## src/rtl/rotation_matrix_to_quaternion_defines.svh

```systemverilog
// assertion macros shared by the rotation matrix to quaternion rtl
`ifndef ROTATION_MATRIX_TO_QUATERNION_DEFINES_SVH
`define ROTATION_MATRIX_TO_QUATERNION_DEFINES_SVH

// same-cycle implication
`define RMQ_ASSERT_IMPL(lbl, clk, rst, ante, cons) \
   lbl: assert property (@(posedge clk) disable iff (rst) (ante) |-> (cons)) \
      else $error("rmq same-cycle check failed");

// next-cycle implication
`define RMQ_ASSERT_NEXT(lbl, clk, rst, ante, cons) \
   lbl: assert property (@(posedge clk) disable iff (rst) (ante) |=> (cons)) \
      else $error("rmq next-cycle check failed");

`endif

```

## src/rtl/rmq_pkg.sv

```systemverilog
// shared constants and payload types for the rotation matrix to quaternion block
package rmq_pkg;

   localparam int DATA_WIDTH_DEF = 16;
   localparam int FRAC_BITS_DEF  = 14;
   localparam int NORM_BITS      = 30;
   localparam int SQ_W           = 2 * NORM_BITS + 2;
   localparam int ROOT_W         = NORM_BITS + 1;
   localparam int REM_W          = NORM_BITS + 2;

   typedef struct packed {
      logic [3:0][NORM_BITS-1:0] mag;
      logic [3:0]                neg;
      logic                      deg;
   } rmq_vec_type;

   typedef struct packed {
      rmq_vec_type       vec;
      logic [SQ_W-1:0]   rad;
      logic [REM_W-1:0]  rem;
      logic [ROOT_W-1:0] root;
   } rmq_sqrt_type;

   typedef struct packed {
      logic [3:0] neg;
      logic       deg;
   } rmq_flag_type;

endpackage

```

## src/rtl/rmq_prep.sv

```systemverilog
// branch select, magnitude normalization and sum of squares ahead of the root chain
module rmq_prep #(
   parameter int DATA_WIDTH = rmq_pkg::DATA_WIDTH_DEF,
   parameter int FRAC_BITS  = rmq_pkg::FRAC_BITS_DEF
) (
   input  logic                          clock,
   input  logic                          reset,
   input  logic                          in_valid,
   output logic                          in_ready,
   input  logic [8:0][DATA_WIDTH-1:0]    in_m,
   output logic                          out_valid,
   input  logic                          out_ready,
   output rmq_pkg::rmq_sqrt_type         out_data
);
   import rmq_pkg::*;

   localparam int QW   = ((DATA_WIDTH > FRAC_BITS + 1) ? DATA_WIDTH : FRAC_BITS + 1) + 3;
   localparam int LZ_W = $clog2(QW + 1);
   localparam logic signed [QW-1:0] ONE_Q = QW'(1) << FRAC_BITS;

   logic signed [QW-1:0] e [9];
   logic signed [QW-1:0] trace, rad;
   logic signed [QW-1:0] q_in [4];
   logic                 deg_a_in;

   logic                 a_v_ff;
   logic signed [QW-1:0] a_q_ff [4];
   logic                 a_deg_ff;

   logic [QW-1:0]           mg [4];
   logic [QW-1:0]           maxv;
   logic [LZ_W-1:0]         lz;
   logic [QW+NORM_BITS-1:0] sh [4];
   rmq_vec_type             b_vec_in;

   logic        b_v_ff;
   rmq_vec_type b_vec_ff;

   logic                        c_v_ff;
   rmq_vec_type                 c_vec_ff;
   logic [3:0][2*NORM_BITS-1:0] c_sq_ff;
   logic [3:0][2*NORM_BITS-1:0] c_sq_in;

   logic         d_v_ff;
   rmq_sqrt_type d_data_ff;
   rmq_sqrt_type d_data_in;

   logic rdy_a, rdy_b, rdy_c, rdy_d;

   assign rdy_d    = !d_v_ff || out_ready;
   assign rdy_c    = !c_v_ff || rdy_d;
   assign rdy_b    = !b_v_ff || rdy_c;
   assign rdy_a    = !a_v_ff || rdy_b;
   assign in_ready = rdy_a;

   // stage a: branch select and raw quaternion vector
   always_comb begin
      for (int i = 0; i < 9; i++) begin
         e[i] = QW'($signed(in_m[i]));
      end
      trace = e[0] + e[4] + e[8];
      priority if (trace > 0) begin
         rad     = trace + ONE_Q;
         q_in[0] = rad;
         q_in[1] = e[7] - e[5];
         q_in[2] = e[2] - e[6];
         q_in[3] = e[3] - e[1];
      end else if (e[0] > e[4] && e[0] > e[8]) begin
         rad     = ONE_Q + e[0] - e[4] - e[8];
         q_in[0] = e[7] - e[5];
         q_in[1] = rad;
         q_in[2] = e[1] + e[3];
         q_in[3] = e[2] + e[6];
      end else if (e[4] > e[8]) begin
         rad     = ONE_Q + e[4] - e[0] - e[8];
         q_in[0] = e[2] - e[6];
         q_in[1] = e[1] + e[3];
         q_in[2] = rad;
         q_in[3] = e[5] + e[7];
      end else begin
         rad     = ONE_Q + e[8] - e[0] - e[4];
         q_in[0] = e[3] - e[1];
         q_in[1] = e[2] + e[6];
         q_in[2] = e[5] + e[7];
         q_in[3] = rad;
      end
      deg_a_in = (rad <= 0);
   end

   // stage b: magnitudes scaled so the largest has exactly NORM_BITS bits
   always_comb begin
      for (int j = 0; j < 4; j++) begin
         mg[j] = a_q_ff[j][QW-1] ? QW'(-a_q_ff[j]) : QW'(a_q_ff[j]);
      end
      maxv = mg[0];
      for (int j = 1; j < 4; j++) begin
         if (mg[j] > maxv) maxv = mg[j];
      end
      lz = LZ_W'(QW);
      for (int k = 0; k < QW; k++) begin
         if (maxv[k]) lz = LZ_W'(QW - 1 - k);
      end
      for (int j = 0; j < 4; j++) begin
         sh[j]             = {mg[j], {NORM_BITS{1'b0}}} << lz;
         b_vec_in.mag[j]   = sh[j][QW+NORM_BITS-1 -: NORM_BITS];
         b_vec_in.neg[j]   = a_q_ff[j][QW-1];
      end
      b_vec_in.deg = a_deg_ff || (maxv == '0);
   end

   // stage c: squares, stage d: sum
   always_comb begin
      for (int j = 0; j < 4; j++) begin
         c_sq_in[j] = b_vec_ff.mag[j] * b_vec_ff.mag[j];
      end
      d_data_in.vec  = c_vec_ff;
      d_data_in.rad  = SQ_W'(c_sq_ff[0]) + SQ_W'(c_sq_ff[1])
                     + SQ_W'(c_sq_ff[2]) + SQ_W'(c_sq_ff[3]);
      d_data_in.rem  = '0;
      d_data_in.root = '0;
   end

   always_ff @(posedge clock) begin
      if (reset) begin
         a_v_ff <= 1'b0;
         b_v_ff <= 1'b0;
         c_v_ff <= 1'b0;
         d_v_ff <= 1'b0;
      end else begin
         if (rdy_a) a_v_ff <= in_valid;
         if (rdy_b) b_v_ff <= a_v_ff;
         if (rdy_c) c_v_ff <= b_v_ff;
         if (rdy_d) d_v_ff <= c_v_ff;
      end
   end

   always_ff @(posedge clock) begin
      if (rdy_a) begin
         a_q_ff   <= q_in;
         a_deg_ff <= deg_a_in;
      end
      if (rdy_b) b_vec_ff <= b_vec_in;
      if (rdy_c) begin
         c_vec_ff <= b_vec_ff;
         c_sq_ff  <= c_sq_in;
      end
      if (rdy_d) d_data_ff <= d_data_in;
   end

   assign out_valid = d_v_ff;
   assign out_data  = d_data_ff;

endmodule

```

## config.mk

```make
export PLATFORM = sky130hd
export DESIGN_NAME = rmq_prep
export DESIGN_NICKNAME = d
export VERILOG_FILES = /design/src/rtl/rotation_matrix_to_quaternion_defines.svh /design/src/rtl/rmq_pkg.sv /design/src/rtl/rmq_prep.sv
export SDC_FILE = /design/constraint.sdc
export NUM_CORES = 2
export LEC_CHECK = 0
export ABC_CLOCK_PERIOD_IN_PS = 13500
export BUFFER_PORTS_ARGS = -buffer_cell sky130_fd_sc_hd__buf_2
export CORE_MARGIN = 10
export CORE_UTILIZATION = 30
export CTS_CLUSTER_DIAMETER = 60
export DETAILED_ROUTE_END_ITERATION = 16
export GPL_ROUTABILITY_DRIVEN = 0
export PLACE_DENSITY_LB_ADDON = 0.25
export SYNTH_ARGS = -nofsm -noshare
export SYNTH_HDL_FRONTEND = slang
export SYNTH_SLANG_ARGS = --single-unit
```

## constraint.sdc

```tcl
create_clock -name clock -period 13.5 [get_ports clock]
set_input_delay 2.7 -clock clock [delete_from_list [all_inputs] [get_ports clock]]
set_output_delay 2.7 -clock clock [all_outputs]
set_load 0.01 [all_outputs]
```

==> flow_summary.toml <==
[outcome]
outcome = "finished, final reports clean"

[clock_network]
htree_levels = 3
cts_tree = "done"
cts_hold_buf = 0
ctsRootBufferMaster = "clkbuf_16"
cts_buffers = 68
post_cts.repair.setup_buffers = 0
cts.clk_slew.worst_paths_ns = 0.06
cts.sinks = 508
cts_max_path_buffers = 3
ctsResizeCount = 0
clkLatencyLatePin_ns = 0.71

[sta]
max_freq_mhz = 76.76
setup_tns_ns = 0
drv_slew = 0
setup_viol = 0
hold_viol_final = 0
finalCriticalPeriod_ns = 13.03
whs_ns = 0.3991
fin_skew_ns = 0.03668
post-route-period-util = 0.9650
worstMarginPinSlew_ns = 1.222
grt_setup_unrepaired = "no"
max-slew-margin-rel = 0.1793

[worst_setup_path]
required_ns = 14.06
rr_endpoint = "b_vec_ff[28]"
crit_top_cell = "ha_1"
worstPathMaxFanout = 17
worstSetupPathType = "reg2reg"
endpoint_kind = "flop"
cp-start-kind = "flop"
rr_startpoint = "a_q_ff[57]"
ff2ff_setup_slack_ns = 0.47
slowest_stage = "o311ai_4"
slowest_delay_ns = 0.74
r2r_cells = 38
worstPathArrival_ns = 13.59

[route]
top_layer = "met5"
routed_via_density = 4.816
wl_mm = 242.1
firstDrtPassIters = 8
initialDrtViolationCount = 4005
final_antenna_net_count = 0
wl_per_cell_um = 19.89
met3_length_mm = 13.86
drc = 0
met1_length_mm = 104.0
vias = 58620
met2_length_mm = 115.0

[synth]
synthMostInstantiatedCell = "inv_1"
netlist_instances = 8302
yosysTopAreaCell = "fa_1"
ys_warn_count = 0
syn-cell-area_sq_um = 81560
synth_cell_type_count = 109
synthTopCellsByCount = "inv_1 (1664), fa_1 (1140), ha_1 (1133), nand2_1 (550), edfxtp_1 (504)"
ys_seq_area_frac = 0.1865
synthFlopType = "edfxtp_1"
synth.top_cell.area_share = 0.2798
async_reset_ff_frac = 0
synth_seq_cells = 508
synthTopCellsByArea = "fa_1 (28%), edfxtp_1 (19%), ha_1 (17%), inv_1 (7.7%), xnor2_1 (2.8%)"
synth_edf_count = 504
syn_area_per_cell_sq_um = 9.824

[floorplanning]
dieArea_sq_um = 293100
rows = 191
start_util = 0.3012
die_x_um = 541.4
core_sq_um = 270800
dieHeight_um = 541.4
io_pins = 400

[hold_path]
min_from = "c_vec_ff[54]"
hp-class = "reg2reg"
whs_endpoint = "out_data[179]"
min_path_cells = 0

[global_route]
grt_usage = 0.1636
grt_pass1_vias = 63160
grt_max_degree = 76
overflow = 0
antenna_found_initial = 15
grt_first_pass_wirelength_mm = 375.2

[cells_and_area]
nFillCells = 27650
area_growth_pct = 9.452
drive_gt1_frac = 0.07224
nets = 10970

[job]
maxCapViolations = 0

[placed_design]
dp_hpwl_mm = 200.4
numPortBuffers = 270
[routing by layer]
layer / GRT usage / vias to the layer above
met5: 0 / -
met3: 0.02391 / 419
li1: - / 27290
met4: 0.05660 / 4
met1: 0.2125 / 29230
met2: 0.2778 / 1683
[layout by cell type, fill, tap and decap left out, types with 51 or more instances in the layout]
master / synthesis / final
inv_1: 1664 / 1662
fa_1: 1140 / 1140
ha_1: 1133 / 1133
nand2_1: 550 / 547
edfxtp_1: 504 / 504
nor2_1: 399 / 398
a21oi_1: 355 / 355
and2_1: 343 / 343
buf_2: 28 / 270
o21ai_0: 266 / 266
xnor2_1: 260 / 260
buf_4: 131 / 135
conb_1: 1 / 129
xor2_1: 101 / 101
nor3_1: 94 / 94
mux2i_1: 91 / 91
a21o_1: 82 / 82
nand3_1: 77 / 77
o21bai_1: 73 / 73
clkbuf_16: 0 / 69
a211oi_1: 62 / 61
nor2b_1: 51 / 51
[sequential cells by signal (all words and copies together) (netlist names)]
| register | count |
|---|---|
| a_deg_ff | 1 |
| c_sq_ff | 144 |
| a_v_ff | 1 |
| out_data | 121 |
| c_vec_ff | 81 |
| c_v_ff | 1 |
| a_q_ff | 76 |
| b_vec_ff | 81 |
| b_v_ff | 1 |
| out_valid | 1 |
[cells by family after synthesis]
| kind of cell | share of synthesized area |
|---|---|
| adders and majority gates | 0.4536 |
| buffers and inverters | 0.09986 |
| and+or+nand+nor | 0.1061 |
| AOI/OAI and AO/OA | 0.09745 |
| DFF | 0.1865 |
| xor gates and xnor gates | 0.03897 |
| muxes | 0.01737 |
| other | 0.00004598 |
[worst max-delay path, delay by kind of cell (launching register included)]
family,cells,cell delay [ns]
flops,1,0.61
mux,1,0.54
buf+inv,6,1.61
compound gates,17,5.22
simple gates,9,3.00
xor+xnor,1,0.70
fa+ha+maj,4,1.17
[final cells by class]
class,count,area [sq um],share of cell area
sequential,508,15210,0.1704
multi-input combinational,5899,58780,0.6584
inverter,1667,6264,0.07017
antenna,5,12.51,0.0001402
clock buffer,76,1753,0.01964
clock inverter,40,395.4,0.004429
tap,3570,4467,0.05004
timing repair buffer,406,2385,0.02672
[how the worst max path moves through the flow]
stage                from  slack [ns]           end
3_3_place_gp   a_q_ff[57]        1.09  b_vec_ff[64]
4_1_cts        a_q_ff[57]        0.93  b_vec_ff[61]
3_5_place_dp   a_q_ff[57]        0.94  b_vec_ff[61]
5_1_grt        a_q_ff[57]        0.06  b_vec_ff[64]
6_report       a_q_ff[57]        0.47  b_vec_ff[28]
2_1_floorplan  a_q_ff[57]        3.07  b_vec_ff[61]
[metrics by stage]
step | setup slack [ns] | std cells | instance area (sq um) | util
floorplan | 3.068 | 8430 | 82040 | -
global placement | 1.087 | 12050 | 87100 | 0.3217
detailed placement | 0.9434 | 12050 | 87100 | 0.3217
CTS | 0.9279 | 12170 | 89250 | 0.3296
global route | 0.05621 | 12170 | 89250 | 0.3296
finish | 0.4725 | 12170 | 89270 | 0.3297
Power is not shown: default switching activity piles up to over one toggle a cycle in this logic, so the estimate is an artifact.
