**config.mk**
```make
export PLATFORM = sky130hd
export DESIGN_NAME = rmq_sqrt_cell
export DESIGN_NICKNAME = d
export VERILOG_FILES = /design/src/rtl/rotation_matrix_to_quaternion_defines.svh /design/src/rtl/rmq_pkg.sv /design/src/rtl/rmq_sqrt_cell.sv
export SDC_FILE = /design/constraint.sdc
export NUM_CORES = 1
export LEC_CHECK = 0
export BUFFER_PORTS_ARGS = -buffer_cell sky130_fd_sc_hd__buf_2
export CORE_AREA = 4 4 196 198
export CTS_BUF_LIST = sky130_fd_sc_hd__clkbuf_16
export DETAILED_ROUTE_END_ITERATION = 10
export DIE_AREA = 0 0 200 202
export GPL_ROUTABILITY_DRIVEN = 0
export GPL_TIMING_DRIVEN = 0
export HOLD_SLACK_MARGIN = 0.05
export PLACE_DENSITY = 0.58
export SLEW_MARGIN = 15
export SYNTH_ARGS = -nofsm -noshare
export SYNTH_HDL_FRONTEND = slang
export SYNTH_SLANG_ARGS = --single-unit
```
**constraint.sdc**
```tcl
create_clock -name clock -period 9.5 [get_ports clock]
set_clock_uncertainty 0.05 [all_clocks]
set_input_delay 1.9 -clock clock [delete_from_list [all_inputs] [get_ports clock]]
set_output_delay 1.9 -clock clock [all_outputs]
set_load 0.01 [all_outputs]
```
**src/rtl/rotation_matrix_to_quaternion_defines.svh**
```systemverilog
// assertion macros shared by the rotation matrix to quaternion rtl
`ifndef ROTATION_MATRIX_TO_QUATERNION_DEFINES_SVH
`define ROTATION_MATRIX_TO_QUATERNION_DEFINES_SVH

// same-cycle implication
`define RMQ_ASSERT_IMPL(lbl, clk, rst, ante, cons) \
   lbl: assert property (@(posedge clk) disable iff (rst) (ante) |-> (cons)) \
      else $error("rmq same-cycle check failed");

// next-cycle implication
`define RMQ_ASSERT_NEXT(lbl, clk, rst, ante, cons) \
   lbl: assert property (@(posedge clk) disable iff (rst) (ante) |=> (cons)) \
      else $error("rmq next-cycle check failed");

`endif

```
**src/rtl/rmq_pkg.sv**
```systemverilog
// shared constants and payload types for the rotation matrix to quaternion block
package rmq_pkg;

   localparam int DATA_WIDTH_DEF = 16;
   localparam int FRAC_BITS_DEF  = 14;
   localparam int NORM_BITS      = 30;
   localparam int SQ_W           = 2 * NORM_BITS + 2;
   localparam int ROOT_W         = NORM_BITS + 1;
   localparam int REM_W          = NORM_BITS + 2;

   typedef struct packed {
      logic [3:0][NORM_BITS-1:0] mag;
      logic [3:0]                neg;
      logic                      deg;
   } rmq_vec_type;

   typedef struct packed {
      rmq_vec_type       vec;
      logic [SQ_W-1:0]   rad;
      logic [REM_W-1:0]  rem;
      logic [ROOT_W-1:0] root;
   } rmq_sqrt_type;

   typedef struct packed {
      logic [3:0] neg;
      logic       deg;
   } rmq_flag_type;

endpackage

```
**src/rtl/rmq_sqrt_cell.sv**
```systemverilog
// one digit of the integer square root, two radicand bits per cell
module rmq_sqrt_cell (
   input  logic                  clock,
   input  logic                  reset,
   input  logic                  in_valid,
   output logic                  in_ready,
   input  rmq_pkg::rmq_sqrt_type in_data,
   output logic                  out_valid,
   input  logic                  out_ready,
   output rmq_pkg::rmq_sqrt_type out_data
);
   import rmq_pkg::*;

   logic [REM_W+1:0] tmp, trial;
   rmq_sqrt_type     data_in;
   rmq_sqrt_type     data_ff;
   logic             v_ff;

   assign in_ready = !v_ff || out_ready;

   always_comb begin
      tmp          = {in_data.rem, in_data.rad[SQ_W-1 -: 2]};
      trial        = (REM_W+2)'({in_data.root, 2'b01});
      data_in.vec  = in_data.vec;
      data_in.rad  = {in_data.rad[SQ_W-3:0], 2'b00};
      if (tmp >= trial) begin
         data_in.rem  = REM_W'(tmp - trial);
         data_in.root = {in_data.root[ROOT_W-2:0], 1'b1};
      end else begin
         data_in.rem  = tmp[REM_W-1:0];
         data_in.root = {in_data.root[ROOT_W-2:0], 1'b0};
      end
   end

   always_ff @(posedge clock) begin
      if (reset) begin
         v_ff <= 1'b0;
      end else if (in_ready) begin
         v_ff <= in_valid;
      end
   end

   always_ff @(posedge clock) begin
      if (in_ready) data_ff <= data_in;
   end

   assign out_valid = v_ff;
   assign out_data  = data_ff;

endmodule

```
==> out/results.ini, run 1 <==
[outcome]
status=completed

[synthesis]
synth_area_leaders=edfxtp_1, ha_1, mux2_4
syn_area_um2=9820
synth_most_common_cell=edfxtp_1
synth-edff-count=248
postSynthCellCount=571
yosysSeqAreaShare_pct=76.1
ys_ff_latch=249
yosys-top-cells-count=edfxtp_1, inv_1, a21oi_1, ha_1, xnor2_1
synth_top_area_cell=edfxtp_1
synth_area_per_cell_um2=17.2
yosys.area.top_type_share_pct=75.9
ys_warn_count=0
ys.flop_type=edfxtp_1
synthArstFlopShare_pct=0
yosysUniqueCellTypes=52

[floorplanning]
fp.coreArea_um2=36500
initial_utilization_pct=26.9
dieArea_um2=40400
ioPinCount=506
fp.dieW_um=200
rows=70
dieHeight_um=202

[timing]
setup_tns_ns=0
drv_slew=0
rsz0062_at_grt=no
worst_slew_pin_slew_ns=0.678
finalCriticalPeriod_ns=4.85
clock.fmax_mhz=206
period_share_pct=51.0
setup_violations=0
slew_headroom_pct=54.3
hold_viol=0

[route]
routed_via_density=4.39
route.met2.wl_mm=17.2
met3_length_mm=3.19
wl_met1_mm=12.2
ant_nets=0
firstDrtPassIters=5
wl_mm=33.8
drt-initial-drc-count=372
drc=0
vias=7060
dr.max_layer_used=met5
routedWlPerCell_um=21.0

[global_route]
antenna_found_initial=12
first_global_vias=7367
grt_pass1_wl_mm=47.1
grt_max_degree=60
grt.overflow.total=0
grtUsageTotal_pct=15.5

[clock_network]
cts_root_buf=clkbuf_16
cts_resized=0
post_cts_buffers=0
htreeDepth=1
cts_inserted_buffers=29
cts_hold_buf=0
clkLatencyLatePin_ns=0.55
clock_sinks=249
clk_path_buf_depth=3
cts_tree=done
path_clk_slew_ns=0.06

[run]
maxCapViolCount=0

[pwr]
p_per_area_nw_per_um2=212
p_leak_nw=6.35
peakVddDrop_uv=126

[final_layout]
finalNetCount=1397
drive_gt1_share_pct=52.1
instances_no_fill=1607
syn2layout_area_growth_pct=43.3

[setup_path]
crit_arrival_ns=5.09
worstSetupStartpointType=input pin
r2r_slack_ns=7.00
crit_chain=buf_2 > inv_1 > ha_1 > nor2b_1 > o2111ai_1 > a31oi_1 > a211oi_2 > nor2_1 > a211o_1 > and2_1 > buf_6 > buf_6 > mux2_4
cp_common_cell=buf_6
cp_slowest_cell=a31oi_1
worst-path-max-fanout=10
critPathCaptureType=flop
critPathMaxStageDelay_ns=0.51
path_class=in2reg
critPathRequiredTime_ns=9.74

[place]
dp.cells=1547
portBuffers=503
dp_hpwl_mm=26.9

[hold_path]
hp-class=reg2reg

stage by stage:
| stage | total power, mW | utilization (%) | setup slack, ns | cell area, um2 | hold slack, ns |
|---|---|---|---|---|---|
| 2_1_floorplan | 1.61 | - | 2.48 | 9820 | 1.92 |
| 3_3_place_gp | 1.82 | 35.4 | 0.426 | 12900 | 2.01 |
| 3_5_place_dp | 1.82 | 35.7 | 4.08 | 13000 | 0.986 |
| 4_1_cts | 3.03 | 38.5 | 4.65 | 14100 | 0.984 |
| 5_1_grt | 3.12 | 38.5 | 4.49 | 14100 | 1.05 |
| 6_report | 2.98 | 38.5 | 4.65 | 14100 | 0.945 |
sequential cells by signal, indices dropped and copies added, names as in the netlist:
signal,count
out_valid,1
out_data,248
cells in the final DEF, fill, tap and decap left out, drive strengths merged, types with 10 or more instances in the layout:
master | Yosys | final
xnor2 | 24 | 24
a21oi | 36 | 36
nor2 | 14 | 14
mux2 | 26 | 26
clkinv | 0 | 10
ha | 33 | 33
buf | 6 | 513
clkbuf | 7 | 36
edfxtp | 248 | 248
o21ai | 14 | 14
inv | 41 | 47
nand2 | 21 | 21
a21o | 11 | 11
power by group:
group | total, mW | internal [mW] | switching (mW)
Sequential | 1.34 | 1.32 | 0.0228
Clock | 1.19 | 0.724 | 0.467
Combinational | 0.447 | 0.199 | 0.248
critical path, delay by kind of cell:
family	cells	cell delay [ns]
AO/OA/AOI/OAI	4	1.23
AND/OR/NAND/NOR	3	0.77
buffers and inverters	4	0.52
adder cells (fa/ha/maj)	1	0.33
multiplexers	1	0.32
logic make-up (layout without fill, tap and decap cells):
| logic type | Yosys count | in the layout | synth area share [%] |
|---|---|---|---|
| DFF | 249 | 249 | 76.1 |
| AOI/OAI and AO/OA | 99 | 99 | 6.58 |
| and+or+nand+nor | 78 | 78 | 4.03 |
| buffers and inverters | 54 | 614 | 2.45 |
| adders and majority gates | 33 | 33 | 4.21 |
| xor gates and xnor gates | 30 | 30 | 2.68 |
| muxes | 27 | 27 | 3.96 |
| other | 1 | 9 | 0.0382 |
layout make-up:
type	count	area, um2
multi-input combinational	269	2120
buffer	13	86.3
antenna	7	17.5
clock buffer	29	726
fill	3498	22500
timing repair buffer	507	2620
inverter	41	154
clock inverter	24	295
tap	468	586
sequential	249	7470
metal layers:
layer  vias up  GRT usage [%]
li1       3277              -
met1      3374           16.8
met2       321           27.8
met3        74           5.40
met4        14           5.29
met5         -              0
worst paths after layout:
| path | startpoint | end | depth (start not counted) |
|---|---|---|---|
| worst max-delay path | in_data[0] | out_data[61] | 13 |
| worst min-delay path | out_valid | out_valid | 2 |
| worst max register to register | out_valid | out_data[163] | 5 |
| worst min register to register | out_valid | out_valid | 2 |
No activity file was read; power rests on OpenSTA's default activity.
==> run 2: changes to the inputs <==
Clock period 9.5 ns to 4.1 ns, I/O delays scaled along.
==> out/results.ini, run 2 (synthesis results as in run 1) <==
[setup_path]
crit_arrival_ns=3.95  ; was 5.09 ns
worstSetupStartpointType=input pin  ; unchanged
cp_common_cell=buf_6  ; unchanged
worst-path-max-fanout=10  ; unchanged
cp_slowest_cell=a31oi_1  ; unchanged
critPathMaxStageDelay_ns=0.51  ; about the same
critPathRequiredTime_ns=4.34  ; was 9.74 ns
path_class=in2reg  ; unchanged
r2r_slack_ns=2.11  ; was 7.00 ns
critPathCaptureType=flop  ; unchanged
crit_chain=buf_2 > inv_1 > ha_1 > nor2b_1 > o2111ai_1 > a31oi_1 > a211oi_2 > nor2_1 > a211o_1 > and2_1 > buf_6 > buf_6 > mux2_4  ; unchanged

[clock_network]
cts_hold_buf=0  ; unchanged
cts_resized=0  ; unchanged
cts_inserted_buffers=29  ; unchanged
htreeDepth=1  ; unchanged
post_cts_buffers=0  ; unchanged
clk_path_buf_depth=3  ; unchanged
clock_sinks=249  ; unchanged
cts_root_buf=clkbuf_16  ; unchanged
clkLatencyLatePin_ns=0.54  ; was 0.55 ns
path_clk_slew_ns=0.06  ; about the same
cts_tree=done  ; unchanged

[final_layout]
drive_gt1_share_pct=51.9  ; was 52.1%
fin_util_pct=38.3  ; was 38.5%
largest_reg_flops=248  ; unchanged
final.fill_count=3577  ; was 3498
layout_common_cells=buf_2, edfxtp_1, inv_1, a21oi_1, ha_1  ; unchanged
syn2layout_area_growth_pct=42.4  ; was 43.3%
finalNetCount=1397  ; unchanged
layout_commonest_cell=buf_2  ; unchanged

[floorplanning]
dieArea_um2=40400  ; unchanged
rows=70  ; unchanged
initial_utilization_pct=26.9  ; unchanged
fp.coreArea_um2=36500  ; unchanged
fp.dieW_um=200  ; unchanged
ioPinCount=506  ; unchanged
dieHeight_um=202  ; unchanged

[outcome]
status=completed  ; unchanged

[route]
drt-initial-drc-count=322  ; was 372
wl_mm=34.5  ; was 33.8 mm
routed_via_density=4.35  ; was 4.39
drc=0  ; unchanged
vias=6999  ; was 7060
ant_nets=0  ; unchanged
firstDrtPassIters=4  ; was 5
routedWlPerCell_um=21.4  ; was 21.0 um

[run]
maxCapViolCount=0  ; unchanged

[timing]
holdWs_ns=0.372  ; was 0.945 ns
drv_slew=0  ; unchanged
slew_headroom_pct=46.1  ; was 54.3%
period_share_pct=90.6
rsz0062_at_grt=no  ; unchanged
hold_viol=0  ; unchanged
setup_violations=0  ; unchanged
finalCriticalPeriod_ns=3.72
setup_tns_ns=0  ; unchanged
worst_slew_pin_slew_ns=0.808  ; was 0.678 ns
clock.fmax_mhz=269

[hold_path]
hp-class=in2reg  ; was reg2reg

[global_route]
antenna_found_initial=21  ; was 12
grt_pass1_wl_mm=47.8  ; was 47.1 mm
grt.overflow.total=0  ; unchanged
first_global_vias=7169  ; was 7367
grtUsageTotal_pct=15.9  ; was 15.5%
grt_max_degree=57  ; was 60

[pwr]
p_leak_nw=6.32  ; was 6.35 nW
p_per_area_nw_per_um2=475  ; was 212 nW/um2
switching_power_mw=1.69  ; was 0.738 mW
comb_power_share_pct=15.6  ; was 15.0%
peakVddDrop_uv=220  ; was 126 uV
swShare_pct=25.4  ; was 24.7%
pwr-share-clk_pct=37.4  ; was 39.9%
seqPwrFrac_pct=46.9  ; was 45.1%
intPower_mw=4.95  ; was 2.25 mW

[place]
portBuffers=503  ; unchanged
dp_hpwl_mm=27.9  ; was 26.9 mm

[run 2: layout make-up]
| type | count | area [um2] | share of cell area (%) |
|---|---|---|---|
| Inverter | 41 | 154 | 1.10 |
| Clock inverter | 24 | 189 | 1.35 |
| Antenna cell | 9 | 22.5 | 0.161 |
| Clock buffer | 29 | 726 | 5.19 |
| Timing Repair Buffer | 507 | 2630 | 18.8 |
| Sequential cell | 249 | 7470 | 53.4 |
| Buffer | 13 | 86.3 | 0.618 |
| Tap cell | 468 | 586 | 4.19 |
| Multi-Input combinational cell | 269 | 2120 | 15.2 |
[run 2: final timing paths]
check | from | end | depth (start not counted)
setup / recovery | in_data[0] | out_data[58] | 13
hold / removal | reset | out_valid | 2
setup reg to reg | out_valid | out_data[98] | 3
hold reg to reg | out_valid | out_valid | 2
[run 2: per-stage QoR]
step	setup slack [ns]	total power, mW	cells	instance area (um2)
CTS	0.357	6.77	1600	14000
finish	0.385	6.64	1609	14000
global placement	-0.595	4.21	1543	12900
global route	0.196	6.96	1604	14000
floorplan	0.607	3.71	572	9830
detailed placement	-0.212	4.22	1547	13000
[run 2: power groups by stage]
| stage | Combinational, mW | Sequential, mW | Clock, mW |
|---|---|---|---|
| after detailed placement | 1.05 | 3.17 | 0 |
| after floorplan | 0.406 | 3.31 | 0 |
| final | 1.04 | 3.12 | 2.49 |
| after global routing | 1.12 | 3.14 | 2.69 |
| after CTS | 1.06 | 3.12 | 2.59 |
| after global placement | 1.04 | 3.18 | 0 |
[run 2: routing by layer]
| layer | share of wire, % | GRT usage (%) | vias up |
|---|---|---|---|
| li1 | - | - | 3278 |
| met4 | 3.5 | 5.68 | 22 |
| met1 | 35 | 16.3 | 3324 |
| met3 | 10 | 6.62 | 80 |
| met2 | 51 | 28.6 | 295 |
| met5 | 0.43 | 0 | - |
[run 2: worst max-delay path: cells and delay by family]
family / cells / cell delay (ns)
buffers and inverters: 4 / 0.47
AND/OR/NAND/NOR: 3 / 0.78
AO/OA/AOI/OAI: 4 / 1.24
multiplexers: 1 / 0.32
adder cells (fa/ha/maj): 1 / 0.33
==> run 3: changes to the inputs <==
Settings changed: REMOVE_ABC_BUFFERS from default to 1.
==> out/results.ini, run 3 (synthesis results as in run 1) <==
[outcome]
status=completed  ; unchanged

[global_route]
first_global_vias=7355  ; was 7169
grt_pass1_wl_mm=46.7  ; was 47.8 mm
grt.overflow.total=0  ; unchanged
grtUsageTotal_pct=15.4  ; was 15.9%
antenna_found_initial=16  ; was 21
grt_max_degree=58  ; was 57

[final_layout]
syn2layout_area_growth_pct=41.8  ; was 42.4%
drive_gt1_share_pct=51.8  ; was 51.9%
layout_commonest_cell=buf_2  ; unchanged
fin_util_pct=38.1  ; was 38.3%
layout_common_cells=buf_2, edfxtp_1, inv_1, a21oi_1, ha_1  ; unchanged
instances_no_fill=1593  ; was 1609
largest_reg_flops=248  ; unchanged
finalNetCount=1385  ; was 1397

[route]
routedWlPerCell_um=21.1  ; was 21.4 um
ant_nets=0  ; unchanged
firstDrtPassIters=4  ; unchanged
drc=0  ; unchanged
wl_mm=33.6  ; was 34.5 mm
routed_via_density=4.44  ; was 4.35
vias=7069  ; was 6999
drt-initial-drc-count=348  ; was 322

[floorplanning]
fp.dieW_um=200  ; unchanged
dieHeight_um=202  ; unchanged
rows=70  ; unchanged
initial_utilization_pct=26.9  ; unchanged
dieArea_um2=40400  ; unchanged
fp.coreArea_um2=36500  ; unchanged
ioPinCount=506  ; unchanged

[setup_path]
worstSetupStartpointType=input pin  ; unchanged
crit_arrival_ns=4.06  ; was 3.95 ns
r2r_slack_ns=1.93  ; was 2.11 ns
worst-path-max-fanout=21  ; was 10
path_class=in2reg  ; unchanged
critPathCaptureType=flop  ; unchanged
critPathRequiredTime_ns=4.35  ; was 4.34 ns

[clock_network]
clkLatencyLatePin_ns=0.53  ; was 0.54 ns
clock_sinks=249  ; unchanged
htreeDepth=1  ; unchanged
cts_tree=done  ; unchanged
cts_inserted_buffers=29  ; unchanged
clk_path_buf_depth=3  ; unchanged
path_clk_slew_ns=0.06  ; about the same
post_cts_buffers=0  ; unchanged
cts_root_buf=clkbuf_16  ; unchanged

[timing]
worst_slew_pin_slew_ns=0.700  ; was 0.808 ns
finalCriticalPeriod_ns=3.81  ; was 3.72 ns
drv_slew=0  ; unchanged
slew_headroom_pct=52.9  ; was 46.1%
hold_viol=0  ; unchanged
period_share_pct=93.0  ; was 90.6%
clock.fmax_mhz=262  ; was 269 MHz
setup_tns_ns=0  ; unchanged
rsz0062_at_grt=no  ; unchanged
fin_ws_ns=0.288  ; was 0.385 ns
setup_violations=0  ; unchanged

[place]
preCtsSetupSlack_ns=-0.480  ; was -0.212 ns
portBuffers=503  ; unchanged
dp_hpwl_mm=27.1  ; was 27.9 mm
dp.cells=1535  ; was 1547

[pwr]
comb_power_share_pct=15.5  ; was 15.6%
seqPwrFrac_pct=47.0  ; was 46.9%
power.total_mw=6.63  ; was 6.64 mW
intPower_mw=4.99  ; was 4.95 mW
switching_power_mw=1.64  ; was 1.69 mW
peakVddDrop_uv=231  ; was 220 uV
p_leak_nw=6.29  ; was 6.32 nW
p_per_area_nw_per_um2=477  ; was 475 nW/um2
swShare_pct=24.7  ; was 25.4%
pwr-share-clk_pct=37.5  ; was 37.4%

[hold_path]
hp-class=in2reg  ; unchanged

[run]
maxCapViolCount=0  ; unchanged

## run 3: cell types whose count changed in the layout (fill, tap and decap cells not counted), moves of 2 or more
cell,previous run,this run
buf_4,2,0
clkinv_1,2,7
diode_2,9,5
buf_6,4,0
clkbuf_1,7,0
clkinv_2,7,3
inv_6,5,2
## run 3: final cells by class
class	count	area, um2
fillers	3503	22600
flip-flops and latches	249	7470
repair buffers	508	2650
multi-input cells	269	2130
clock buffers	29	726
well taps	468	586
clock inverters	24	200
inverters	41	154
diodes	5	12.5
## run 3: worst max-delay path: stages
cell	delay [ns]
buf_2	0.10
inv_1	0.04
ha_1	0.32
nor2b_1	0.23
o2111ai_1	0.19
a31oi_2	0.41
a211oi_2	0.15
nor2_1	0.36
a211o_1	0.34
and2_2	0.47
buf_12	0.26
mux2_4	0.33
## run 3: through the flow
step           area (um2)  hold slack [ns]
6_report            13900            0.397
2_1_floorplan        9730            0.839
4_1_cts             13900            0.359
5_1_grt             13900            0.362
3_3_place_gp        12800            0.930
3_5_place_dp        13000            0.936
## run 3: routing by layer
| layer | track usage, % | up-vias | wire length, um |
|---|---|---|---|
| met2 | 28.0 | 308 | 17200 |
| met3 | 5.68 | 75 | 3110 |
| met4 | 5.70 | 22 | 1170 |
| met5 | 0 | - | 138 |
| li1 | - | 3254 | - |
| met1 | 16.1 | 3410 | 11900 |
## run 3: power by group through the flow
stage / Clock, mW / Combinational (mW) / Sequential, mW
after floorplan: 0 / 0.396 / 3.33
after global placement: 0 / 1.02 / 3.21
after detailed placement: 0 / 1.04 / 3.17
after CTS: 2.57 / 1.05 / 3.12
after global routing: 2.68 / 1.12 / 3.14
final: 2.49 / 1.03 / 3.12
## run 3: worst paths after layout
path,cells after the start,endpoint,startpoint
max,12,out_data[55],in_data[0]
min,1,out_data[72],in_data[70]
max reg2reg,4,out_data[86],out_valid
min reg2reg,1,out_data[123],out_valid
## run 3: what timing repair did
action | in CTS | in global routing
resized for setup | 0 | 1
hold buffers | 0 | 0
endpoints found under the setup margin | 0 | 14
