File: src/rtl/rotation_matrix_to_quaternion_defines.svh
// assertion macros shared by the rotation matrix to quaternion rtl
`ifndef ROTATION_MATRIX_TO_QUATERNION_DEFINES_SVH
`define ROTATION_MATRIX_TO_QUATERNION_DEFINES_SVH

// same-cycle implication
`define RMQ_ASSERT_IMPL(lbl, clk, rst, ante, cons) \
   lbl: assert property (@(posedge clk) disable iff (rst) (ante) |-> (cons)) \
      else $error("rmq same-cycle check failed");

// next-cycle implication
`define RMQ_ASSERT_NEXT(lbl, clk, rst, ante, cons) \
   lbl: assert property (@(posedge clk) disable iff (rst) (ante) |=> (cons)) \
      else $error("rmq next-cycle check failed");

`endif

File: src/rtl/rmq_pkg.sv
// shared constants and payload types for the rotation matrix to quaternion block
package rmq_pkg;

   localparam int DATA_WIDTH_DEF = 16;
   localparam int FRAC_BITS_DEF  = 14;
   localparam int NORM_BITS      = 30;
   localparam int SQ_W           = 2 * NORM_BITS + 2;
   localparam int ROOT_W         = NORM_BITS + 1;
   localparam int REM_W          = NORM_BITS + 2;

   typedef struct packed {
      logic [3:0][NORM_BITS-1:0] mag;
      logic [3:0]                neg;
      logic                      deg;
   } rmq_vec_type;

   typedef struct packed {
      rmq_vec_type       vec;
      logic [SQ_W-1:0]   rad;
      logic [REM_W-1:0]  rem;
      logic [ROOT_W-1:0] root;
   } rmq_sqrt_type;

   typedef struct packed {
      logic [3:0] neg;
      logic       deg;
   } rmq_flag_type;

endpackage

File: src/rtl/rmq_div_cell.sv
// one quotient bit of the four component divisions by the norm
module rmq_div_cell #(
   parameter int FRAC_BITS = rmq_pkg::FRAC_BITS_DEF
) (
   input  logic                              clock,
   input  logic                              reset,
   input  logic                              in_valid,
   output logic                              in_ready,
   input  logic [rmq_pkg::ROOT_W-1:0]        in_n,
   input  logic [3:0][rmq_pkg::ROOT_W-1:0]   in_rem,
   input  logic [3:0][FRAC_BITS:0]           in_low,
   input  rmq_pkg::rmq_flag_type             in_flag,
   output logic                              out_valid,
   input  logic                              out_ready,
   output logic [rmq_pkg::ROOT_W-1:0]        out_n,
   output logic [3:0][rmq_pkg::ROOT_W-1:0]   out_rem,
   output logic [3:0][FRAC_BITS:0]           out_low,
   output rmq_pkg::rmq_flag_type             out_flag
);
   import rmq_pkg::*;

   logic [ROOT_W:0]              tmp [4];
   logic [3:0][ROOT_W-1:0]       rem_in;
   logic [3:0][FRAC_BITS:0]      low_in;
   logic                         v_ff;
   logic [ROOT_W-1:0]            n_ff;
   logic [3:0][ROOT_W-1:0]       rem_ff;
   logic [3:0][FRAC_BITS:0]      low_ff;
   rmq_flag_type                 flag_ff;

   assign in_ready = !v_ff || out_ready;

   // restoring step: numerator bits shift out of the top of low, quotient bits in at the bottom
   always_comb begin
      for (int j = 0; j < 4; j++) begin
         tmp[j] = {in_rem[j], in_low[j][FRAC_BITS]};
         if (tmp[j] >= {1'b0, in_n}) begin
            rem_in[j] = ROOT_W'(tmp[j] - {1'b0, in_n});
            low_in[j] = {in_low[j][FRAC_BITS-1:0], 1'b1};
         end else begin
            rem_in[j] = tmp[j][ROOT_W-1:0];
            low_in[j] = {in_low[j][FRAC_BITS-1:0], 1'b0};
         end
      end
   end

   always_ff @(posedge clock) begin
      if (reset) begin
         v_ff <= 1'b0;
      end else if (in_ready) begin
         v_ff <= in_valid;
      end
   end

   always_ff @(posedge clock) begin
      if (in_ready) begin
         n_ff    <= in_n;
         rem_ff  <= rem_in;
         low_ff  <= low_in;
         flag_ff <= in_flag;
      end
   end

   assign out_valid = v_ff;
   assign out_n     = n_ff;
   assign out_rem   = rem_ff;
   assign out_low   = low_ff;
   assign out_flag  = flag_ff;

endmodule

File: config.mk
export PLATFORM = sky130hd
export DESIGN_NAME = rmq_div_cell
export DESIGN_NICKNAME = d
export VERILOG_FILES = /design/src/rtl/rotation_matrix_to_quaternion_defines.svh /design/src/rtl/rmq_pkg.sv /design/src/rtl/rmq_div_cell.sv
export SDC_FILE = /design/constraint.sdc
export NUM_CORES = 1
export LEC_CHECK = 0
export ABC_CLOCK_PERIOD_IN_PS = 14470
export BUFFER_PORTS_ARGS = -buffer_cell sky130_fd_sc_hd__buf_4
export CAP_MARGIN = 30
export CORE_MARGIN = 1.5
export CORE_UTILIZATION = 40
export CTS_BUF_LIST = sky130_fd_sc_hd__clkbuf_4
export DETAILED_ROUTE_END_ITERATION = 6
export GPL_TIMING_DRIVEN = 0
export PLACE_DENSITY = 0.64
export SYNTH_ARGS = -nofsm -noshare
export SYNTH_HDL_FRONTEND = slang
export SYNTH_SLANG_ARGS = --single-unit
File: constraint.sdc
create_clock -name clock -period 14.47 [get_ports clock]
set_clock_uncertainty 0.1 [all_clocks]
set_input_delay 3.6175 -clock clock [delete_from_list [all_inputs] [get_ports clock]]
set_output_delay 3.6175 -clock clock [all_outputs]
set_load 0.01 [all_outputs]
==> results of run 1 <==
-- state kept, by name, summed over array words and instances, names as in the netlist --
signal and count:
out_valid 1, out_flag 5, out_low 60, out_n 31, out_rem 124
-- worst paths after layout --
| kind | to | slack (ps) | cells after the start |
|---|---|---|---|
| worst max-delay path | in_ready | 6290 | 3 |
| worst min-delay path | out_valid$_SDFFE_PP0P_ | 930 | 2 |
| worst max register to register | out_rem[121]$_DFFE_PP_ | 12450 | 3 |
| worst min register to register | out_valid$_SDFFE_PP0P_ | 930 | 2 |
-- cell usage after synthesis (11+ instances only) --
master    number  area [µm²]
nand2_1      124       465.5
a211oi_1      13       97.59
mux2_2        53       596.8
edfxtp_1     220        6606
clkbuf_1      17       63.81
inv_1         73       274.0
o21a_1        11       82.58
buf_2         13       65.06
nand3_1       33       165.2
ha_1         124        1551
o21ai_0      127       635.6
nor2b_1       23       143.9
nand2b_1      14       87.58
xnor2_1       65       569.3
nor3_1        19       95.09
a21o_1        48       360.4
nand4_1       21       131.4
nor2_1        56       210.2
and3_1        14       87.58
a21oi_1      115       575.6
xor2_1        41       359.1
o21bai_1      17       127.6
-- per-layer routing --
layer | up-vias | wire (µm)
met1 | 5939 | 19450
met4 | 0 | 1710
met5 | - | 0
met3 | 101 | 4395
met2 | 492 | 22920
li1 | 6203 | -
-- metrics by stage --
stage          worst slack [ps]  hold WS (ps)  cells  setup TNS [ps]
2_1_floorplan              1775          3587   1364               0
3_3_place_gp              -1385          3674   2270           -1385
3_5_place_dp               6286         919.9   2273               0
4_1_cts                    6281         933.1   2382               0
5_1_grt                    6235         990.9   2384               0
6_report                   6289         927.0   2387               0
-- layout make-up --
class,instances,area [µm²]
fill,3276,16290
multi-input combinational,1039,7381
sequential,221,6626
timing repair buffer,448,3423
clock buffer,92,690.7
tap,461,576.8
inverter,73,274.0
buffer,31,133.9
clock inverter,17,76.32
antenna,5,12.51
-- kinds of logic (layout without fill, tap and decap cells) --
group                      count (synthesis)  count (layout)  synth area share, %
buffers and inverters                    104             661                2.831
DFF                                      221             221                45.99
and+or+nand+nor                          333             333                10.99
AOI/OAI and AO/OA                        415             415                17.99
other                                      0               5                    0
muxes                                     57              57                4.420
xor gates and xnor gates                 106             106                6.444
adders and majority gates                128             128                11.32
-- cell usage in the layout, fill, tap and decap left out, types with 56 or more instances in the layout --
| cell | netlist | layout |
|---|---|---|
| o21ai_0 | 127 | 127 |
| buf_4 | 0 | 445 |
| xnor2_1 | 65 | 65 |
| nand2_1 | 124 | 124 |
| edfxtp_1 | 220 | 220 |
| a21oi_1 | 115 | 115 |
| inv_1 | 73 | 73 |
| nor2_1 | 56 | 56 |
| ha_1 | 124 | 124 |
| clkbuf_4 | 0 | 92 |
-- critical path: cells and delay by family --
kind          cells  cell delay [ps]
buf+inv           2              420
simple gates      1              420
-- power by group --
| group | leakage (nW) | switching (mW) | total (mW) | internal, mW |
|---|---|---|---|---|
| Combinational | 5.80 | 0.357 | 0.676 | 0.319 |
| Clock | 0.460 | 0.281 | 0.570 | 0.289 |
| Sequential | 2.30 | 0.0330 | 0.856 | 0.823 |
| Total | 8.56 | 0.671 | 2.10 | 1.43 |
==> out/qor.txt, run 1 <==
outcome = finished clean
# IOs = 446
# hold bufs at CTS = 0
crit end category = output port
dpl cell area = 18420 µm²
Max Fanout on Critical Path = 42
initial antenna violation count = 3
number of enable flip-flop cells after synthesis = 220
Rows = 69
Max Root-Sink Buffers = 3
crit path DAT = 4460 ps
M2 GR Usage = 41.80%
clock sink count = 221
starting density of the core = 40.60%
Post-Syn Instances = 1364
vias per inst = 5.335
mapped cell area = 14410 µm²
fin nets = 2227
H-tree Lvls = 2
Pleak = 8.557 nW
Via Count = 12735
Setup Fix Bufs, Post-CTS = 0
All-Layer GR Usage = 25.06%
Yosys warnings = 0
DR WL/cell = 20.31 µm
hold path start = out_valid$_SDFFE_PP0P_
Synth Register Bits = 221
post-route design area = 19190 µm²
chip width = 192.8 µm
vias in the first global route = 12245
fmax = 0.1222 GHz
Post-Route WL = 48480 µm
crit-path cells = buf_4, nand2b_4, buf_4
Slew HR = 43.42%
first-pass GRT wire length = 69460 µm
Port Buf Inserts = 445
Synth Area per Inst = 10.56 µm²
syn_nets = 1716
post-CTS sizing = 0
Critical Path Source Type = primary input
Area Growth Syn to Fin = 33.23%
CP startpoint = out_ready
Hold Vio Cnt, Final = 0
drc violations = 0
GPL Wtd Cong = 0.8794
fin crit period = 8181 ps
max incr delay on CP = 420 ps
post-layout util = 54.10%
busiest grt layer = met2
CTS tree = built
Crit-path slowest cell = nand2b_4
Tot Pwr = 2.102 mW
Die Ht = 192.8 µm
Seq/Total Area, Yosys = 45.99%
Max Cap Violations = 0
Root Buffer = clkbuf_4
PwrDens = 109.5 nW/µm²
largest net degree at the start of global routing = 73
Final period util = 56.54%
worst path required time = 10750 ps
Clock Latency Late Sink = 780 ps
global-route met3 utilization = 7.729%
final setup vio count = 0
DP Wirelength = 39140 µm
GR Overflow Total = 0
layout cells sized above 1 = 32.17%
Worst VDD drop = 0.07454 mV
Iter 0 DRT Violations = 695
kind of critical path = primary input to output port
RSZ-0062 raised after global routing = false
1st-pass router iterations = 5
routing usage on met1 = 29.95%
CTS Buf Count = 61
fin. max-slew vios = 0
ys flop type = edfxtp_1
Least-Margin Pin Slew = 837.7 ps
die area = 37170 µm²
Hold WC Path Type = register to register
Core ar. = 35480 µm²
Distinct cells, synth = 63
CTS clock-pin slew for the worst setup and hold paths = 60 ps
most frequent CP cell = buf_4
FF-to-FF Start = out_valid$_SDFFE_PP0P_
post-route ant nets = 0
asr flop ratio synth = 0%
Power figures use the tool's default switching activity.
==> inputs of run 2 (changes only) <==
--- a/config.mk
+++ b/config.mk
@@ -5,7 +5,7 @@
 export SDC_FILE = /design/constraint.sdc
 export NUM_CORES = 1
 export LEC_CHECK = 0
-export ABC_CLOCK_PERIOD_IN_PS = 14470
+export ABC_CLOCK_PERIOD_IN_PS = 7400
 export BUFFER_PORTS_ARGS = -buffer_cell sky130_fd_sc_hd__buf_4
 export CAP_MARGIN = 30
 export CORE_MARGIN = 1.5
@@ -13,7 +13,7 @@
 export CTS_BUF_LIST = sky130_fd_sc_hd__clkbuf_4
 export DETAILED_ROUTE_END_ITERATION = 6
 export GPL_TIMING_DRIVEN = 0
-export PLACE_DENSITY = 0.64
+export PLACE_DENSITY = 0.66
 export SYNTH_ARGS = -nofsm -noshare
 export SYNTH_HDL_FRONTEND = slang
 export SYNTH_SLANG_ARGS = --single-unit
==> constraint.sdc (replaced) <==
create_clock -name clock -period 7.4 [get_ports clock]
set_clock_uncertainty 0.1 [all_clocks]
set_input_delay 1.85 -clock clock [delete_from_list [all_inputs] [get_ports clock]]
set_output_delay 1.85 -clock clock [all_outputs]
set_load 0.01 [all_outputs]
==> run 2 against run 1 <==
First-iteration DRC count rose by 8.9%. Via count rose by 1.2%. Combinational power rose by 97%. Highest routed layer is now met5.
==> out/qor.txt, run 2 (synthesis results as in run 1) <==
outcome = finished clean
Root Buffer = clkbuf_4
DR WL/cell = 20.63 µm (+1.6%)
CTS clock-pin slew for the worst setup and hold paths = 70 ps (about the same)
final std cells w/o fill = 2385 (-0.084%)
reg2reg end = out_rem[17]$_DFFE_PP_
GPL Wtd Cong = 0.8989 (+2.2%)
Area Growth Syn to Fin = 33.83%
Rows = 69 (unchanged)
FF-to-FF Start = out_valid$_SDFFE_PP0P_
Largest register FFs = 124 (unchanged)
Clock Latency Late Sink = 700 ps (-80 ps)
post-CTS sizing = 0 (unchanged)
CTS Buf Count = 66 (+8.2%)
hold path start = out_valid$_SDFFE_PP0P_
kind of critical path = primary input to register
worst hold margin = 975.6 ps (+48.55 ps)
worst hold endpoint = out_low[49]$_DFFE_PP_
All-Layer GR Usage = 25.60% (+0.54 points)
GR Overflow Total = 0 (unchanged)
Setup Fix Bufs, Post-CTS = 0 (unchanged)
DP Wirelength = 39460 µm (+0.82%)
initial antenna violation count = 4 (+1)
Hold Vio Cnt, Final = 0 (unchanged)
busiest grt layer = met2
Post-Route WL = 49200 µm (+1.5%)
post-route ant nets = 0 (unchanged)
Max Fanout on Critical Path = 10 (-76%)
Port Buf Inserts = 445 (unchanged)
post-route design area = 19280 µm² (+0.46%)
drc violations = 0 (unchanged)
Via Count = 12892 (+1.2%)
Iter 0 DRT Violations = 757 (+8.9%)
Pleak = 8.599 nW (+0.49%)
M2 GR Usage = 43.34% (+1.5 points)
vias per inst = 5.405 (+1.3%)
placed instance count = 2273 (unchanged)
chip width = 192.8 µm (unchanged)
Slew HR = 44.84% (+1.4 points)
Hold WC Path Type = register to register
worst path required time = 7760 ps (-2990 ps)
# hold bufs at CTS = 0 (unchanged)
Max Root-Sink Buffers = 3 (unchanged)
H-tree Lvls = 3 (+1)
Fin Setup TNS = 0 ps (unchanged)
Critical Path Source Type = primary input
Die Ht = 192.8 µm (unchanged)
fin nets = 2232 (+0.22%)
first-pass GRT wire length = 70810 µm (+1.9%)
Final period util = 70.98%
most frequent cells in the layout = 445 x buf_4, 220 x edfxtp_1, 127 x o21ai_0
crit end category = register
Core ar. = 35480 µm² (unchanged)
1st-pass router iterations = 5 (unchanged)
starting density of the core = 40.60% (unchanged)
Least-Margin Pin Slew = 816.7 ps (-20.97 ps)
# IOs = 446 (unchanged)
Hold Path Depth = 1 (-1)
die area = 37170 µm² (unchanged)
crit path DAT = 5610 ps (+1150 ps)
fmax = 0.1904 GHz
most common cell after layout, fill and taps aside = buf_4
RSZ-0062 raised after global routing = false
Worst VDD drop = 0.1287 mV (+73%)
final setup vio count = 0 (unchanged)
PwrDens = 221.2 nW/µm² (+100%)
worst reg2reg setup slack = 5640 ps (-6810 ps)
dpl cell area = 18410 µm² (about the same)
Max Cap Violations = 0 (unchanged)
routing usage on met1 = 31.21% (+1.3 points)
CTS tree = built
vias in the first global route = 12339 (+0.77%)
layout cells sized above 1 = 32.38% (+0.21 points)
fin crit period = 5252 ps
R2R depth = 2 (-1)
largest net degree at the start of global routing = 73 (unchanged)
fin. max-slew vios = 0 (unchanged)
clock sink count = 221 (unchanged)
global-route met3 utilization = 6.583% (-1.1 points)
run 2: where the power goes:
group	total [mW]	internal [mW]	switching, mW
Clock	1.26	0.705	0.558
Sequential	1.67	1.61	0.0622
Combinational	1.33	0.624	0.706
Total	4.27	2.94	1.33
run 2: per-stage QoR:
step	power, mW	util (%)	setup slack (ps)
final	4.265	54.34	2148
after global routing	4.509	54.34	1909
after CTS	4.314	54.32	2238
after detailed placement	3.017	51.88	1433
after global placement	3.010	51.65	-1060
after floorplan	2.417	-	774.4
run 2: how the worst max path moves through the flow:
stage | from | endpoint | slack [ps] | cells past startpoint
finish | in_n[2] | out_rem[84]$_DFFE_PP_ | 2150 | 14
global route | in_n[2] | out_rem[87]$_DFFE_PP_ | 1910 | 14
CTS | in_n[2] | out_rem[82]$_DFFE_PP_ | 2240 | 14
detailed placement | in_n[2] | out_rem[90]$_DFFE_PP_ | 1430 | 14
global placement | out_ready | in_ready | -1060 | 3
floorplan | out_ready | in_ready | 770 | 1
run 2: worst max-delay path: stages:
cell,delay [ps]
buf_4,110
inv_1,210
ha_1,340
nor2b_1,180
o31a_1,280
o41ai_1,430
nor4_1,190
o311ai_1,490
a31oi_1,150
o21ai_0,200
and2_1,150
clkbuf_1,270
buf_2,370
mux2_2,380
run 2: area by class of cell:
cell class	instances	area [µm²]
fill	3232	16200
multi-input combinational	1039	7381
sequential	221	6626
timing repair buffer	448	3416
clock buffer	91	683.2
tap	461	576.8
inverter	73	274.0
clock inverter	18	183.9
buffer	31	133.9
antenna	3	7.507
run 2: metal layers:
| metal | wire [µm] | part of all wire [%] |
|---|---|---|
| met1 | 19870 | 40 |
| met2 | 23740 | 48 |
| met3 | 4245 | 8.6 |
| met4 | 1318 | 2.7 |
| met5 | 27 | 0.055 |
==> inputs of run 3 (changes only) <==
--- a/config.mk
+++ b/config.mk
@@ -5,7 +5,7 @@
 export SDC_FILE = /design/constraint.sdc
 export NUM_CORES = 1
 export LEC_CHECK = 0
-export ABC_CLOCK_PERIOD_IN_PS = 7400
+export ABC_CLOCK_PERIOD_IN_PS = 4550
 export BUFFER_PORTS_ARGS = -buffer_cell sky130_fd_sc_hd__buf_4
 export CAP_MARGIN = 30
 export CORE_MARGIN = 1.5
==> constraint.sdc (replaced) <==
create_clock -name clock -period 4.55 [get_ports clock]
set_clock_uncertainty 0.1 [all_clocks]
set_input_delay 1.1375 -clock clock [delete_from_list [all_inputs] [get_ports clock]]
set_output_delay 1.1375 -clock clock [all_outputs]
set_load 0.01 [all_outputs]
==> run 3 against run 2 <==
Routed wire length fell by 1.9%. Core utilization up 0.056 points. Register-to-register slack lost 3000 ps. Sequential cell count stayed put. Power up 61%. Sequential share of layout area about the same. Critical path depth down 2. Clock-buffer cell count rose by 4. First-iteration DRC count rose by 1.7%. Worst setup slack worse by 2000 ps. Critical path type unchanged.
==> out/qor.txt, run 3 (synthesis results as in run 1) <==
outcome = finished clean
Crit-path slowest cell = nor4_1
die area = 37170 µm² (unchanged)
placed instance count = 2273 (unchanged)
dpl ws = -739.4 ps (-2172 ps)
Pleak = 8.602 nW (about the same)
drc violations = 0 (unchanged)
Iter 0 DRT Violations = 770 (+1.7%)
Port Buf Inserts = 445 (unchanged)
Post-Route WL = 48270 µm (-1.9%)
Critical Path Source Type = primary input
post-route ant nets = 0 (unchanged)
CTS clock-pin slew for the worst setup and hold paths = 60 ps (about the same)
fin nets = 2233 (+0.045%)
register area = 6626 µm² (unchanged)
slack of the critical path = 159.5 ps (-1988 ps)
post-layout util = 54.40% (+0.056 points)
PwrDens = 355.4 nW/µm² (+61%)
crit-path cells = buf_4, ha_1, fa_1, nor2b_1, o31a_1, o41ai_2, nor4_1, nor3_1, o31ai_1, a21boi_0, xnor2_1, mux2_2
Via Count = 12803 (-0.69%)
fillcell total = 3254 (+0.68%)
worst hold margin = 434.8 ps (-540.8 ps)
Worst VDD drop = 0.2183 mV (+70%)
Hold WC Path Type = primary input to register
Clock Latency Late Sink = 750 ps (+50 ps)
Slew HR = 35.93% (-8.9 points)
Max Fanout on Critical Path = 5 (-5)
vias in the first global route = 12126 (-1.7%)
fmax = 0.2278 GHz
most frequent cells in the layout = 446 x buf_4, 220 x edfxtp_1, 127 x o21ai_0
Hold Vio Cnt, Final = 0 (unchanged)
Largest register FFs = 124 (unchanged)
All-Layer GR Usage = 25.10% (-0.50 points)
Root Buffer = clkbuf_4
R2R depth = 3 (+1)
initial antenna violation count = 5 (+1)
# hold bufs at CTS = 0 (unchanged)
Die Ht = 192.8 µm (unchanged)
crit end category = register
DP Wirelength = 38770 µm (-1.7%)
most common cell after layout, fill and taps aside = buf_4
RSZ-0062 raised after global routing = false
layout cells sized above 1 = 32.61% (+0.23 points)
CTS tree = built
crit path DAT = 4760 ps (-850 ps)
Final period util = 96.50%
CTS Buf Count = 66 (unchanged)
chip width = 192.8 µm (unchanged)
Least-Margin Pin Slew = 948.6 ps (+131.9 ps)
Max Root-Sink Buffers = 3 (unchanged)
H-tree Lvls = 3 (unchanged)
Core ar. = 35480 µm² (unchanged)
worst path required time = 4920 ps (-2840 ps)
Hold Path Depth = 2 (+1)
1st-pass router iterations = 5 (unchanged)
fin. max-slew vios = 0 (unchanged)
Fin Setup TNS = 0 ps (unchanged)
vias per inst = 5.352 (-0.98%)
fin crit period = 4391 ps
Max Cap Violations = 0 (unchanged)
kind of critical path = primary input to register
# IOs = 446 (unchanged)
final std cells w/o fill = 2392 (+0.29%)
first-pass GRT wire length = 69250 µm (-2.2%)
final setup vio count = 0 (unchanged)
max incr delay on CP = 710 ps (+220 ps)
GR Overflow Total = 0 (unchanged)
GPL Wtd Cong = 0.9076 (+0.97%)
Area Growth Syn to Fin = 33.97%
Rows = 69 (unchanged)
clock sink count = 221 (unchanged)
starting density of the core = 40.60% (unchanged)
largest net degree at the start of global routing = 71 (-2.7%)
DR WL/cell = 20.18 µm (-2.2%)
multi-input logic area = 7401 µm² (+0.27%)
==> run 3: cell count changes in the layout (fill, tap and decap cells not counted), sizes merged <==
cell / change
buf: +1
bufinv: -2
clkbuf: +4
clkinvlp: +1
diode: +2
inv: +1
==> run 3: critical path: cells and delay by family <==
family	cells	cell delay [ps]
buffers and inverters	1	150
and+or+nand+nor	3	1090
adders and majority gates	2	660
AOI/OAI and AO/OA	4	1260
muxes	1	280
xor gates and xnor gates	1	180
==> run 3: area by class of cell <==
class | instances | share of cell area [%]
Multi-Input combinational cell | 1039 | 38.34
Sequential cell | 221 | 34.33
Timing Repair Buffer | 449 | 17.77
Clock buffer | 95 | 3.695
Tap cell | 461 | 2.988
Inverter | 73 | 1.420
Buffer | 31 | 0.7001
Clock inverter | 18 | 0.6871
Antenna cell | 5 | 0.06482
==> run 3: repair_timing <==
action | in CTS | in global routing
resized for setup | 0 | 5
endpoints found under the hold margin | 0 | 0
buffers inserted | 0 | 1
endpoints found under the setup margin | 0 | 57
==> run 3: power breakdown <==
part	total, mW	switching, mW	internal [mW]
Combinational	2.16	1.14	1.02
Clock	1.98	0.910	1.07
Sequential	2.72	0.103	2.62
==> run 3: worst paths after layout <==
kind                                from                      to  slack (ps)
setup / recovery                 in_n[0]   out_rem[88]$_DFFE_PP_         160
hold / removal                     reset  out_valid$_SDFFE_PP0P_         430
setup reg to reg  out_valid$_SDFFE_PP0P_   out_low[48]$_DFFE_PP_        2650
hold reg to reg   out_valid$_SDFFE_PP0P_  out_valid$_SDFFE_PP0P_         780
==> run 3: metrics by stage <==
| step | power (mW) | cell area [µm²] |
|---|---|---|
| CTS | 6.941 | 19260 |
| floorplan | 3.926 | 14420 |
| detailed placement | 4.904 | 18420 |
| global route | 7.253 | 19300 |
| global placement | 4.885 | 18330 |
| finish | 6.861 | 19300 |
==> run 3: metal layers <==
layer | global-route usage, % | up-vias | routed length [µm]
met5 | 0 | - | 13
met4 | 10.79 | 2 | 1846
met3 | 6.801 | 96 | 4064
met2 | 41.16 | 515 | 22480
met1 | 30.92 | 5972 | 19860
li1 | - | 6218 | -
